**src/hw/rtl/oeq_pkg.sv**
```systemverilog
`timescale 1ns / 1ps
// Shared constants, codes and types of the ordered event queue.
package oeq_pkg;

	localparam int DEPTH_DEF = 32;
	localparam int MAX_RES   = 32;
	localparam int KW        = $clog2(MAX_RES + 1);

	localparam logic [1:0] CMD_PUBLISH = 2'd0;
	localparam logic [1:0] CMD_DRAIN   = 2'd1;
	localparam logic [1:0] CMD_CLEAR   = 2'd2;

	localparam logic [2:0] STS_PUBLISHED = 3'd0;
	localparam logic [2:0] STS_DELIVERED = 3'd1;
	localparam logic [2:0] STS_NONE_DUE  = 3'd2;
	localparam logic [2:0] STS_FULL      = 3'd3;
	localparam logic [2:0] STS_CLEARED   = 3'd4;

	localparam logic [5:0] PEND_MAX = 6'd63;

	typedef struct packed {
		logic        [31:0] tick;
		logic signed [15:0] lane;
		logic        [31:0] seq;
		logic        [15:0] topic;
		logic        [31:0] payload;
	} slot_t;

	typedef struct packed {
		logic        live;
		logic        has_best;
		logic [31:0] limit;
	} cmp_ctl_t;

	typedef enum logic [2:0] {
		S_IDLE,
		S_SINGLE,
		S_SCAN,
		S_FOUND,
		S_LAST
	} state_t;

endpackage

```
**src/hw/rtl/oeq_order_cmp.sv**
```systemverilog
`timescale 1ns / 1ps
// Shared ordering compare: is the candidate due and served before the best so far.
module oeq_order_cmp (
	input  oeq_pkg::slot_t    cand,
	input  oeq_pkg::slot_t    best,
	input  oeq_pkg::cmp_ctl_t ctl,
	output logic              take
);
	import oeq_pkg::*;

	logic due;
	logic earlier;

	always_comb begin
		due = ctl.live && (cand.tick <= ctl.limit);
		if (cand.tick != best.tick) begin
			earlier = cand.tick < best.tick;
		end else if (cand.lane != best.lane) begin
			earlier = cand.lane < best.lane;
		end else begin
			earlier = cand.seq < best.seq;
		end
		take = due && (!ctl.has_best || earlier);
	end

endmodule

```
**config.mk**
```make
export PLATFORM = sky130hd
export DESIGN_NAME = oeq_order_cmp
export DESIGN_NICKNAME = d
export VERILOG_FILES = /design/src/hw/rtl/oeq_pkg.sv /design/src/hw/rtl/oeq_order_cmp.sv
export SDC_FILE = /design/constraint.sdc
export NUM_CORES = 1
export LEC_CHECK = 0
export BUFFER_PORTS_ARGS = -buffer_cell sky130_fd_sc_hd__buf_4
export CAP_MARGIN = 5
export CELL_PAD_IN_SITES_DETAIL_PLACEMENT = 2
export CELL_PAD_IN_SITES_GLOBAL_PLACEMENT = 2
export CORE_ASPECT_RATIO = 0.9
export CORE_MARGIN = 4
export CORE_UTILIZATION = 18
export DETAILED_ROUTE_END_ITERATION = 8
export GPL_TIMING_DRIVEN = 1
export PLACE_DENSITY_LB_ADDON = 0.1
export SLEW_MARGIN = 20
export SYNTH_ARGS = -nofsm -noshare
export SYNTH_HDL_FRONTEND = slang
export SYNTH_SLANG_ARGS = --single-unit
```
**constraint.sdc**
```tcl
create_clock -name vclk -period 3.98
set_input_delay 0.796 -clock vclk [all_inputs]
set_output_delay 0.796 -clock vclk [all_outputs]
set_load 0.02 [all_outputs]
```
# --- Yosys cells after proc, flatten, opt, wreduce, memory -nomap -nowiden ---
# Index checks and enable logic that the tools add are counted.
# W data, S select, Z words.
classes:
  mux: 2
  n_lt_le_gt_ge: 4
  n_reduce_logical: 4
  eq_ne: 2
op_table:
  columns: ["operator", "n"]
  rows:
  - ["$lt A32 B32 Y1", 2]
  - ["$le A32 B32 Y1", 1]
  - ["$ne A32 B32 Y1", 1]
  - ["$lt A16 B16 Y1", 1]
  - ["$ne A16 B16 Y1", 1]
  - ["$logic_and A1 B1 Y1", 2]
  - ["$mux W1", 2]
  - ["$logic_not A1 Y1", 1]
  - ["$logic_or A1 B1 Y1", 1]
word_totals:
  ff_bits: 0
  output_inout_bits: 1
  inputBits: 290

# --- Logic depth before layout (Yosys ltp) ---
# Gate-level depths: netlist of the first run.
logic_depth:
  word_depth: 5
  mapped_depth: 9

# --- Worst setup path after synthesis of the first run ---
# OpenSTA, ideal clock, no wires.
synth_path:
  kind: "input to output"
  startpoint: "input best[95] (netlist bit)"
  endpoint: "output take"
  t_required_ns: 3.184
  stages: 8
  n_path_buf: 0
  arrival_ns: 2.482
  setup_slack_ns: 0.702
  cell_sequence: "inv_1 > ha_1 > nand4_2 > nor4_4 > nand4_1 > a2111oi_2 > o221ai_1 > a31oi_1"
synth_between:
  elab_chain_len: 5
  elab_cells_between_ends: 6
  cone_classes: "order compare: 1; eq/ne: 1; mux: 2; reduce/logical: 2"
synth_rtl:
  columns: ["element", "line", "text"]
  rows:
  - ["start, declared", "oeq_order_cmp.sv:5", "input oeq_pkg::slot_t best,"]
  - ["$lt A16 B16 Y1 / $ne A16 B16 Y1 (equally long branches)", "oeq_order_cmp.sv:19, oeq_order_cmp.sv:18", null]
  - ["$mux W1 *", "oeq_order_cmp.sv:18", "end else if (cand.lane != best.lane) begin"]
  - ["$mux W1 *", "oeq_order_cmp.sv:16", "if (cand.tick != best.tick) begin"]
  - ["$logic_or A1 B1 Y1 *", "oeq_order_cmp.sv:23", "take = due && (!ctl.has_best || earlier);"]
  - ["$logic_and A1 B1 Y1 *", "oeq_order_cmp.sv:23", null]
  - ["end, declared", "oeq_order_cmp.sv:7", "output logic take"]
# Mark *: on every way between the ends. The rest lies on a longest branch, timed or not.

# --- Worst setup path after layout of the first run ---
layout_path:
  startpoint: "input cand[91] (netlist bit)"
  endpoint: "output take"
layout_between:
  elab_chain_len: 5
  elab_cells_between_ends: 6
  cone_classes: "order compare: 1; eq/ne: 1; mux: 2; reduce/logical: 2"
layout_rtl:
  columns: ["element", "line", "text"]
  rows:
  - ["start, declared", "oeq_order_cmp.sv:4", "input oeq_pkg::slot_t cand,"]
  - ["$lt A16 B16 Y1 / $ne A16 B16 Y1 (equally long branches)", "oeq_order_cmp.sv:19, oeq_order_cmp.sv:18", null]
  - ["$mux W1 *", "oeq_order_cmp.sv:18", null]
  - ["$mux W1 *", "oeq_order_cmp.sv:16", null]
  - ["$logic_or A1 B1 Y1 *", "oeq_order_cmp.sv:23", null]
  - ["$logic_and A1 B1 Y1 *", "oeq_order_cmp.sv:23", null]
# Marks and branches as above.

==> results of run 1 <==
[logic make-up after synthesis]
group           after synthesis
compound gates               94
fa+ha+maj                   111
simple gates                 79
buf+inv                     113
mux                           1
[power groups by stage]
| stage | logic, mW | clock network (mW) | registers, mW |
|---|---|---|---|
| CTS | 0.426 | 0 | 0 |
| detailed placement | 0.423 | 0 | 0 |
| global route | 0.479 | 0 | 0 |
| floorplan | 0.197 | 0 | 0 |
| finish | 0.412 | 0 | 0 |
| global placement | 0.405 | 0 | 0 |
[cell usage in the layout, fill, tap and decap left out, drive strengths merged]
master	count
ha	111
o31ai	2
a221oi	1
nand4	21
inv	113
o21ai	18
a21oi	41
o311ai	1
and4	1
a2111oi	1
o21bai	2
or2b	1
nor3b	2
o21ba	1
nand2	21
mux2i	1
nand3	9
a31oi	4
nand2b	1
a211oi	1
nor2	12
nor3	4
a21o	17
o21a	3
o2111ai	1
buf	196
o221ai	1
nor4	3
nor2b	4
[through the flow]
| step | power, mW | worst slack, ns | cells | utilization, % | hold WS (ns) |
|---|---|---|---|---|---|
| 3_5_place_dp | 0.423 | 0.217 | 796 | 29.5 | 2.10 |
| 3_3_place_gp | 0.405 | 0.241 | 796 | 29.5 | 2.11 |
| 5_1_grt | 0.479 | 0.0889 | 796 | 29.5 | 2.15 |
| 6_report | 0.412 | 0.287 | 796 | 29.5 | 2.09 |
| 4_1_cts | 0.426 | 0.212 | 796 | 29.5 | 2.11 |
| 2_1_floorplan | 0.197 | 0.702 | 398 | - | 1.94 |
[metal layers]
metal | vias to the layer above | GRT usage (%) | wire length [µm]
li1 | 1767 | - | -
met1 | 1547 | 15.9 | 5030
met2 | 115 | 22.0 | 5460
met3 | 0 | 3.13 | 914
met4 | 0 | 0 | 0
met5 | - | 0 | 0
[how the worst max path moves through the flow]
stage	startpoint	slack [ns]	to	depth (start not counted)
floorplan	best[95]	0.70	take	8
global placement	cand[107]	0.24	take	9
detailed placement	best[91]	0.22	take	10
CTS	best[91]	0.21	take	10
global route	cand[91]	0.09	take	9
finish	cand[91]	0.29	take	9
[critical path, cell delays in order]
cell and delay, ns:
sky130_fd_sc_hd__buf_4 0.11, sky130_fd_sc_hd__ha_1 0.30, sky130_fd_sc_hd__nand4_1 0.21, sky130_fd_sc_hd__nor4_4 0.37
sky130_fd_sc_hd__nand4_1 0.23, sky130_fd_sc_hd__a2111oi_2 0.27, sky130_fd_sc_hd__o221ai_1 0.24, sky130_fd_sc_hd__a31oi_1 0.21
sky130_fd_sc_hd__buf_4 0.17
[final cells by class]
cell class | instances | area (µm²)
fill | 1886 | 10800
multi-input combinational | 285 | 2390
timing repair buffer | 196 | 1470
inverter | 113 | 424
tap | 202 | 253
==> reports/results.ini, run 1 <==
[outcome]
run_status=completed

[clocking]
cts-hold-fix-buffers=0
post-cts-setup-buffer-count=0
cts-resized-gates=0

[setup_path]
critical_path_peak_fanout=3
crit_arrival_ns=2.90
kind_of_critical_path=input port to output port
end_kind=output port
setup.worst_path.start_class=input port
cp_data_required_time_ns=3.18

[placement]
hpwlAfterDp_um=11200
gpl.final_weighted_congestion=0.749
placement.io_buffers=195
detailed_place.area_um2=4540

[finish]
final_layout_size_suffix_gt1_share_pct=33.7
antenna_cells=0
stdcell_area_um2=4540
register_area_um2=0
seq_cells=0
layout.nets=997
syn_to_final_growth_pct=61.3
clock_buffers=0

[synth]
share_of_cell_area_taken_by_muxes_after_synthesis_pct=0.356
synth_cells=398
avgSynthCellArea_um2=7.07
combinational_family_with_the_most_area_after_synthesis=adder cells
yosysSeqAreaShare_pct=0
post_syn_area_um2=2810
synth_largest_type_area_fraction_pct=49.4
synth_compound_gate_area_share_pct=20.2
synth_fa_ha_area_share_pct=49.4
yosys.cell_types.count=30
synth.net_count=799
most_frequent_cell_after_synthesis=sky130_fd_sc_hd__inv_1
synthDominantAreaCellType=sky130_fd_sc_hd__ha_1
post_synth_and_or_nand_nor_area_fraction_pct=15.0
most_instantiated_cells_after_synthesis=113 x sky130_fd_sc_hd__inv_1, 111 x sky130_fd_sc_hd__ha_1, 41 x sky130_fd_sc_hd__a21oi_1, 21 x sky130_fd_sc_hd__nand2_1, 20 x sky130_fd_sc_hd__nand4_1
synth_top_cells_by_area=sky130_fd_sc_hd__ha_1 49%, sky130_fd_sc_hd__inv_1 15%, sky130_fd_sc_hd__a21oi_1 7.3%, sky130_fd_sc_hd__a21o_1 4.5%, sky130_fd_sc_hd__nand4_1 4.4%
synthesized_area_fraction_occupied_by_xor_and_xnor_cells_pct=0
ys.warnings.count=0

[floorplan]
floorplan.rows=43
design.die.area_um2=17700
floorplan.die.width_um=140
effective_utilization_at_floorplan_pct=18.3
io-pin-count=291
die_h_um=127
core_area_um2=15400

[hold_path]
hp-class=input port to output port
hp-start=ctl[32]
min_delay_path_depth=5
hold_path_end=take

[timing]
tightestPinTransition_ns=0.558
timing.max_slew.rel_slack_pct=62.5
setup_violations=0
period_share_pct=92.8
max_clock_freq_ghz=0.271
total_negative_slack_ns=0
finalHoldViolations=0
rsz0062_at_grt=no
timing.final.max_slew_violations=0
min_period_ns=3.69

[power_and_ir_drop]
total_leakage_power_nw=2.79
clock_power_share_pct=0
vdd_drop_max_mv=0.0235
internal_power_mw=0.236
switching_share_pct=42.8
seq_power_share_pct=0
switchingPower_mw=0.176
pwr_density_cell_nw_per_um2=90.8
part_of_the_total_power_dissipated_in_combinational_logic_pct=100.0

[route]
route.antenna.remaining_nets=0
wl_per_cell_um=14.3
drc=0
total_via_count_after_detailed_routing=3429
avgViaCountPerCell=4.31
firstDrtPassIters=4
route.final.wire_length_um=11400
initialDrtViolationCount=27

[job]
maxCapViolCount=0

[global_route]
antenna_violations_before_repair=0
grt-ovfl-total=0
grt_max_degree=4
global_route_wire_length_before_repair_um=18400
vias_in_the_first_global_route=3829
grtUsageTotal_pct=12.3

No activity file was read; power rests on OpenSTA's default activity.
==> run 2, diff against run 1 <==
--- a/config.mk
+++ b/config.mk
@@ -5,16 +5,16 @@
 export SDC_FILE = /design/constraint.sdc
 export NUM_CORES = 1
 export LEC_CHECK = 0
-export BUFFER_PORTS_ARGS = -buffer_cell sky130_fd_sc_hd__buf_4
 export CAP_MARGIN = 5
 export CELL_PAD_IN_SITES_DETAIL_PLACEMENT = 2
 export CELL_PAD_IN_SITES_GLOBAL_PLACEMENT = 2
-export CORE_ASPECT_RATIO = 0.9
-export CORE_MARGIN = 4
-export CORE_UTILIZATION = 18
+export CORE_AREA = 4 4 109 111
 export DETAILED_ROUTE_END_ITERATION = 8
+export DIE_AREA = 0 0 113 115
+export DONT_BUFFER_PORTS = 1
 export GPL_TIMING_DRIVEN = 1
 export PLACE_DENSITY_LB_ADDON = 0.1
+export SETUP_SLACK_MARGIN = 0.15
 export SLEW_MARGIN = 20
 export SYNTH_ARGS = -nofsm -noshare
 export SYNTH_HDL_FRONTEND = slang
==> run 2 against run 1 <==
  * Count of clock-buffer cells in the layout is the same
  * Largest cell class unchanged
  * Maximum frequency grew 4.5%
  * Critical path depth is the same
  * Wire length shrank 20%
  * Combinational power shrank 38%
  * Cell area shrank 34%
  * Critical endpoint unchanged
  * Sequential share of layout area is the same
  * Via count shrank 21%
  * Worst hold slack lost 0.020 ns
  * Cell count shrank 32%
  * First-iteration DRC count grew 22%
  * Sequential cell count is the same
==> reports/results.ini, run 2 (same netlist as run 1, synthesis figures left out) <==
[timing]
min_period_ns=3.53  ; -0.159 ns
final.hold.worst_slack_ns=2.07  ; -0.0197 ns
max_clock_freq_ghz=0.283  ; +4.5%
timing.max_slew.rel_slack_pct=69.7  ; +7.3 points
tightestPinTransition_ns=0.450  ; -0.108 ns
finalHoldViolations=0  ; unchanged
setup_violations=0  ; unchanged
period_share_pct=88.8  ; -4.0 points
total_negative_slack_ns=0  ; unchanged
rsz0062_at_grt=no
timing.final.max_slew_violations=0  ; unchanged

[global_route]
grt-ovfl-total=0  ; unchanged
vias_in_the_first_global_route=3043  ; -21%
grtUsageTotal_pct=13.2  ; +0.87 points
antenna_violations_before_repair=0  ; unchanged
global_route_wire_length_before_repair_um=14100  ; -23%
grt_max_degree=4  ; unchanged

[finish]
layout.nets=802  ; -20%
seq_cells=0  ; unchanged
register_area_um2=0  ; unchanged
final_common_cell=sky130_fd_sc_hd__inv_1
most-common-layout-cells=113 x sky130_fd_sc_hd__inv_1, 111 x sky130_fd_sc_hd__ha_1, 41 x sky130_fd_sc_hd__a21oi_1, 21 x sky130_fd_sc_hd__nand2_1, 20 x sky130_fd_sc_hd__nand4_1
final_layout_size_suffix_gt1_share_pct=1.25  ; -32 points
antenna_cells=0  ; unchanged
clock_buffers=0  ; unchanged
stdcell_area_um2=3000  ; -34%
finish.utilization_pct=27.8  ; -1.7 points
syn_to_final_growth_pct=6.49
filler_cell_count=1297  ; -31%

[placement]
placement.io_buffers=0  ; -100%
hpwlAfterDp_um=9110  ; -18%
detailed_place.area_um2=3000  ; -34%
gpl.final_weighted_congestion=0.786  ; +4.9%

[setup_path]
critical_path_peak_fanout=3  ; unchanged
crit_chain=inv_1 > ha_1 > nand4_1 > nor3_1 > nand3_1 > a2111oi_2 > o221ai_1 > a31oi_1 > buf_4
critical_path.max_stage_delay_ns=0.34  ; -0.03 ns
setup.worst_path.start_class=input port
crit_slowest_cell=sky130_fd_sc_hd__nor3_1
end_kind=output port
kind_of_critical_path=input port to output port
crit_arrival_ns=2.74  ; -0.16 ns
cp_data_required_time_ns=3.18  ; about the same

[route]
firstDrtPassIters=4  ; unchanged
total_via_count_after_detailed_routing=2714  ; -21%
wl_per_cell_um=17.0  ; +18%
avgViaCountPerCell=5.04  ; +17%
drc=0  ; unchanged
route.antenna.remaining_nets=0  ; unchanged
initialDrtViolationCount=33  ; +22%
route.final.wire_length_um=9140  ; -20%

[outcome]
run_status=completed

[floorplan]
effective_utilization_at_floorplan_pct=26.1  ; +7.8 points
io-pin-count=291  ; unchanged
floorplan.die.width_um=113  ; -19%
floorplan.rows=38  ; -12%
design.die.area_um2=13000  ; -27%
die_h_um=115  ; -9.2%
core_area_um2=10800  ; -30%

[clocking]
cts-resized-gates=0  ; unchanged
post-cts-setup-buffer-count=0  ; unchanged
cts-hold-fix-buffers=0  ; unchanged

[hold_path]
hp-class=input port to output port

[job]
maxCapViolCount=0  ; unchanged

[power_and_ir_drop]
total_power_mw=0.256  ; -38%
total_leakage_power_nw=1.85  ; -34%
vdd_drop_max_mv=0.0285  ; +22%
pwr_density_cell_nw_per_um2=85.5  ; -5.9%

==> run 2: cell types whose count changed in the layout (fill, tap and decap cells not counted), sizes merged <==
| cell | delta |
|---|---|
| buf | -195 |
==> run 2: worst paths after layout <==
path / depth (start not counted) / startpoint / to
hold / removal: 4 / ctl[32] / take
setup / recovery: 9 / best[119] / take
==> run 2: critical path, delay by kind of cell <==
family | cells | cell delay (ns)
AO/OA/AOI/OAI | 3 | 0.76
AND/OR/NAND/NOR | 3 | 0.67
adder cells (fa/ha/maj) | 1 | 0.31
buffers and inverters | 2 | 0.20
==> run 2: final cells by class <==
class                           count  area (µm²)  area share (%)
Tap cell                          140         175            5.85
Multi-Input combinational cell    285        2390            79.7
Timing Repair Buffer                1        7.51           0.251
Inverter                          113         424            14.2
==> run 2: per-stage QoR <==
stage,setup slack (ns),cells
after floorplan,0.702,398
after global placement,0.366,539
after detailed placement,0.318,539
after CTS,0.302,539
after global routing,0.229,539
final,0.446,539
==> run 2: where the power goes <==
| group | leakage, nW | switching (mW) | internal [mW] |
|---|---|---|---|
| combinational | 1.85 | 0.138 | 0.118 |
| sequential | 0 | 0 | 0 |
| clock | 0 | 0 | 0 |
| total | 1.85 | 0.138 | 0.118 |
==> run 2: routing by layer <==
layer | track usage (%) | share of wire [%] | vias up
li1 | - | - | 1375
met1 | 15.7 | 43 | 1215
met2 | 23.3 | 45 | 122
met3 | 5.68 | 12 | 2
met4 | 0.321 | 0.32 | 0
met5 | 0 | 0 | -
==> run 3, diff against run 2 <==
--- a/config.mk
+++ b/config.mk
@@ -14,7 +14,7 @@
 export DONT_BUFFER_PORTS = 1
 export GPL_TIMING_DRIVEN = 1
 export PLACE_DENSITY_LB_ADDON = 0.1
-export SETUP_SLACK_MARGIN = 0.15
+export SETUP_SLACK_MARGIN = 0.5
 export SLEW_MARGIN = 20
 export SYNTH_ARGS = -nofsm -noshare
 export SYNTH_HDL_FRONTEND = slang
==> run 3 against run 2 <==
  * Sequential share of layout area is the same
  * Highest routed layer unchanged
  * Worst setup slack gained 0.11 ns
  * Wire length grew 0.37%
  * Largest power group unchanged
==> reports/results.ini, run 3 (same netlist as run 1, synthesis figures left out) <==
[finish]
final_common_cell=sky130_fd_sc_hd__inv_1
most-common-layout-cells=113 x sky130_fd_sc_hd__inv_1, 111 x sky130_fd_sc_hd__ha_1, 41 x sky130_fd_sc_hd__a21oi_1, 21 x sky130_fd_sc_hd__nand2_1, 20 x sky130_fd_sc_hd__nand4_1
stdcell_area_um2=3020  ; +0.79%
layout.nets=803  ; +0.12%
multi_input_logic_area_um2=2410  ; +0.68%
clock_buffers=0  ; unchanged
register_area_um2=0  ; unchanged
antenna_cells=0  ; unchanged
seq_cells=0  ; unchanged
filler_cell_count=1296  ; -0.077%
syn_to_final_growth_pct=7.34
final_layout_size_suffix_gt1_share_pct=2.25  ; +1.0 points

[floorplan]
floorplan.die.width_um=113  ; unchanged
core_area_um2=10800  ; unchanged
effective_utilization_at_floorplan_pct=26.1  ; unchanged
design.die.area_um2=13000  ; unchanged
floorplan.rows=38  ; unchanged
die_h_um=115  ; unchanged
io-pin-count=291  ; unchanged

[timing]
finalHoldViolations=0  ; unchanged
setup_violations=0  ; unchanged
period_share_pct=86.1  ; -2.7 points
timing.max_slew.rel_slack_pct=70.9  ; +1.2 points
max_clock_freq_ghz=0.292  ; +3.1%
timing.final.max_slew_violations=0  ; unchanged
tightestPinTransition_ns=0.433  ; -0.0171 ns
rsz0062_at_grt=yes
total_negative_slack_ns=0  ; unchanged
min_period_ns=3.43  ; -0.107 ns

[route]
wl_per_cell_um=17.0  ; +0.19%
initialDrtViolationCount=30  ; -9.1%
drc=0  ; unchanged
route.antenna.remaining_nets=0  ; unchanged
avgViaCountPerCell=5.03  ; about the same
total_via_count_after_detailed_routing=2718  ; +0.15%
firstDrtPassIters=4  ; unchanged
route.final.wire_length_um=9170  ; +0.37%

[setup_path]
worst_setup_path_endpoint=take
critical_path.startpoint=best[95]
kind_of_critical_path=input port to output port
critical_path_peak_fanout=3  ; unchanged
end_kind=output port
crit_arrival_ns=2.63  ; -0.11 ns
cp_data_required_time_ns=3.18  ; about the same
setup.worst_path.start_class=input port

[global_route]
antenna_violations_before_repair=0  ; unchanged
global_route_wire_length_before_repair_um=14200  ; +0.34%
grtUsageTotal_pct=13.2  ; +0.033 points
vias_in_the_first_global_route=3057  ; +0.46%
grt-ovfl-total=0  ; unchanged
grt_max_degree=4  ; unchanged

[hold_path]
hp-class=input port to output port

[power_and_ir_drop]
total_power_mw=0.257  ; +0.51%
pwr_density_cell_nw_per_um2=85.2  ; -0.28%
total_leakage_power_nw=1.86  ; +0.32%
vdd_drop_max_mv=0.0285  ; +0.11%

[job]
maxCapViolCount=0  ; unchanged

[placement]
hpwlAfterDp_um=9110  ; unchanged
placement.io_buffers=0  ; unchanged
gpl.final_weighted_congestion=0.786  ; unchanged
detailed_place.area_um2=3000  ; unchanged

[outcome]
run_status=completed

-- run 3: changes by cell type in the layout (fill, tap and decap cells not counted), sizes merged --
| cell | before | now |
|---|---|---|
| buf | 1 | 2 |
-- run 3: critical path: stages --
cell and delay, ns:
sky130_fd_sc_hd__inv_1 0.02, sky130_fd_sc_hd__ha_1 0.31, sky130_fd_sc_hd__nand4_2 0.15, sky130_fd_sc_hd__nor4_4 0.35, sky130_fd_sc_hd__nand4_1 0.16, sky130_fd_sc_hd__a2111oi_2 0.27, sky130_fd_sc_hd__o221ai_2 0.17, sky130_fd_sc_hd__a31oi_1 0.21
sky130_fd_sc_hd__buf_4 0.18
-- run 3: cell type report --
type               count  share of cell area, %
well taps            140                   5.80
repair buffers         2                  0.497
inverters            113                   14.0
multi-input cells    285                   79.7
-- run 3: stage by stage --
step	setup slack, ns	cells	hold slack (ns)	utilization (%)
6_report	0.553	540	2.07	28.0
5_1_grt	0.408	540	2.09	28.0
4_1_cts	0.501	540	2.07	28.0
3_5_place_dp	0.318	539	2.06	27.8
3_3_place_gp	0.366	539	2.05	27.8
2_1_floorplan	0.702	398	1.94	-
-- run 3: how the worst min path moves through the flow --
| stage | cells after the start | slack, ns | start | endpoint |
|---|---|---|---|---|
| after floorplan | 3 | 1.94 | ctl[32] | take |
| after global placement | 4 | 2.05 | ctl[32] | take |
| after detailed placement | 4 | 2.06 | ctl[32] | take |
| after CTS | 4 | 2.07 | ctl[32] | take |
| after global routing | 4 | 2.09 | ctl[32] | take |
| final | 4 | 2.07 | ctl[32] | take |
-- run 3: power by group --
part	switching (mW)	internal, mW
Combinational	0.139	0.118
Clock	0	0
Sequential	0	0
Total	0.139	0.118
-- run 3: repair_timing --
action                                 4_1_cts  5_1_grt
gates cloned                                 0        0
pin swaps                                    2        0
setup endpoints to repair                    1        1
gates resized for setup                      3        0
buffers inserted                             1        0
hold buffers                                 0        0
endpoints found under the hold margin        0        0
-- run 3: per-layer routing --
| metal | share of wire, % | up-vias | track usage [%] |
|---|---|---|---|
| li1 | - | 1377 | - |
| met2 | 45 | 121 | 23.4 |
| met1 | 43 | 1218 | 15.7 |
| met5 | 0 | - | 0 |
| met4 | 0.32 | 0 | 0.321 |
| met3 | 12 | 2 | 5.74 |
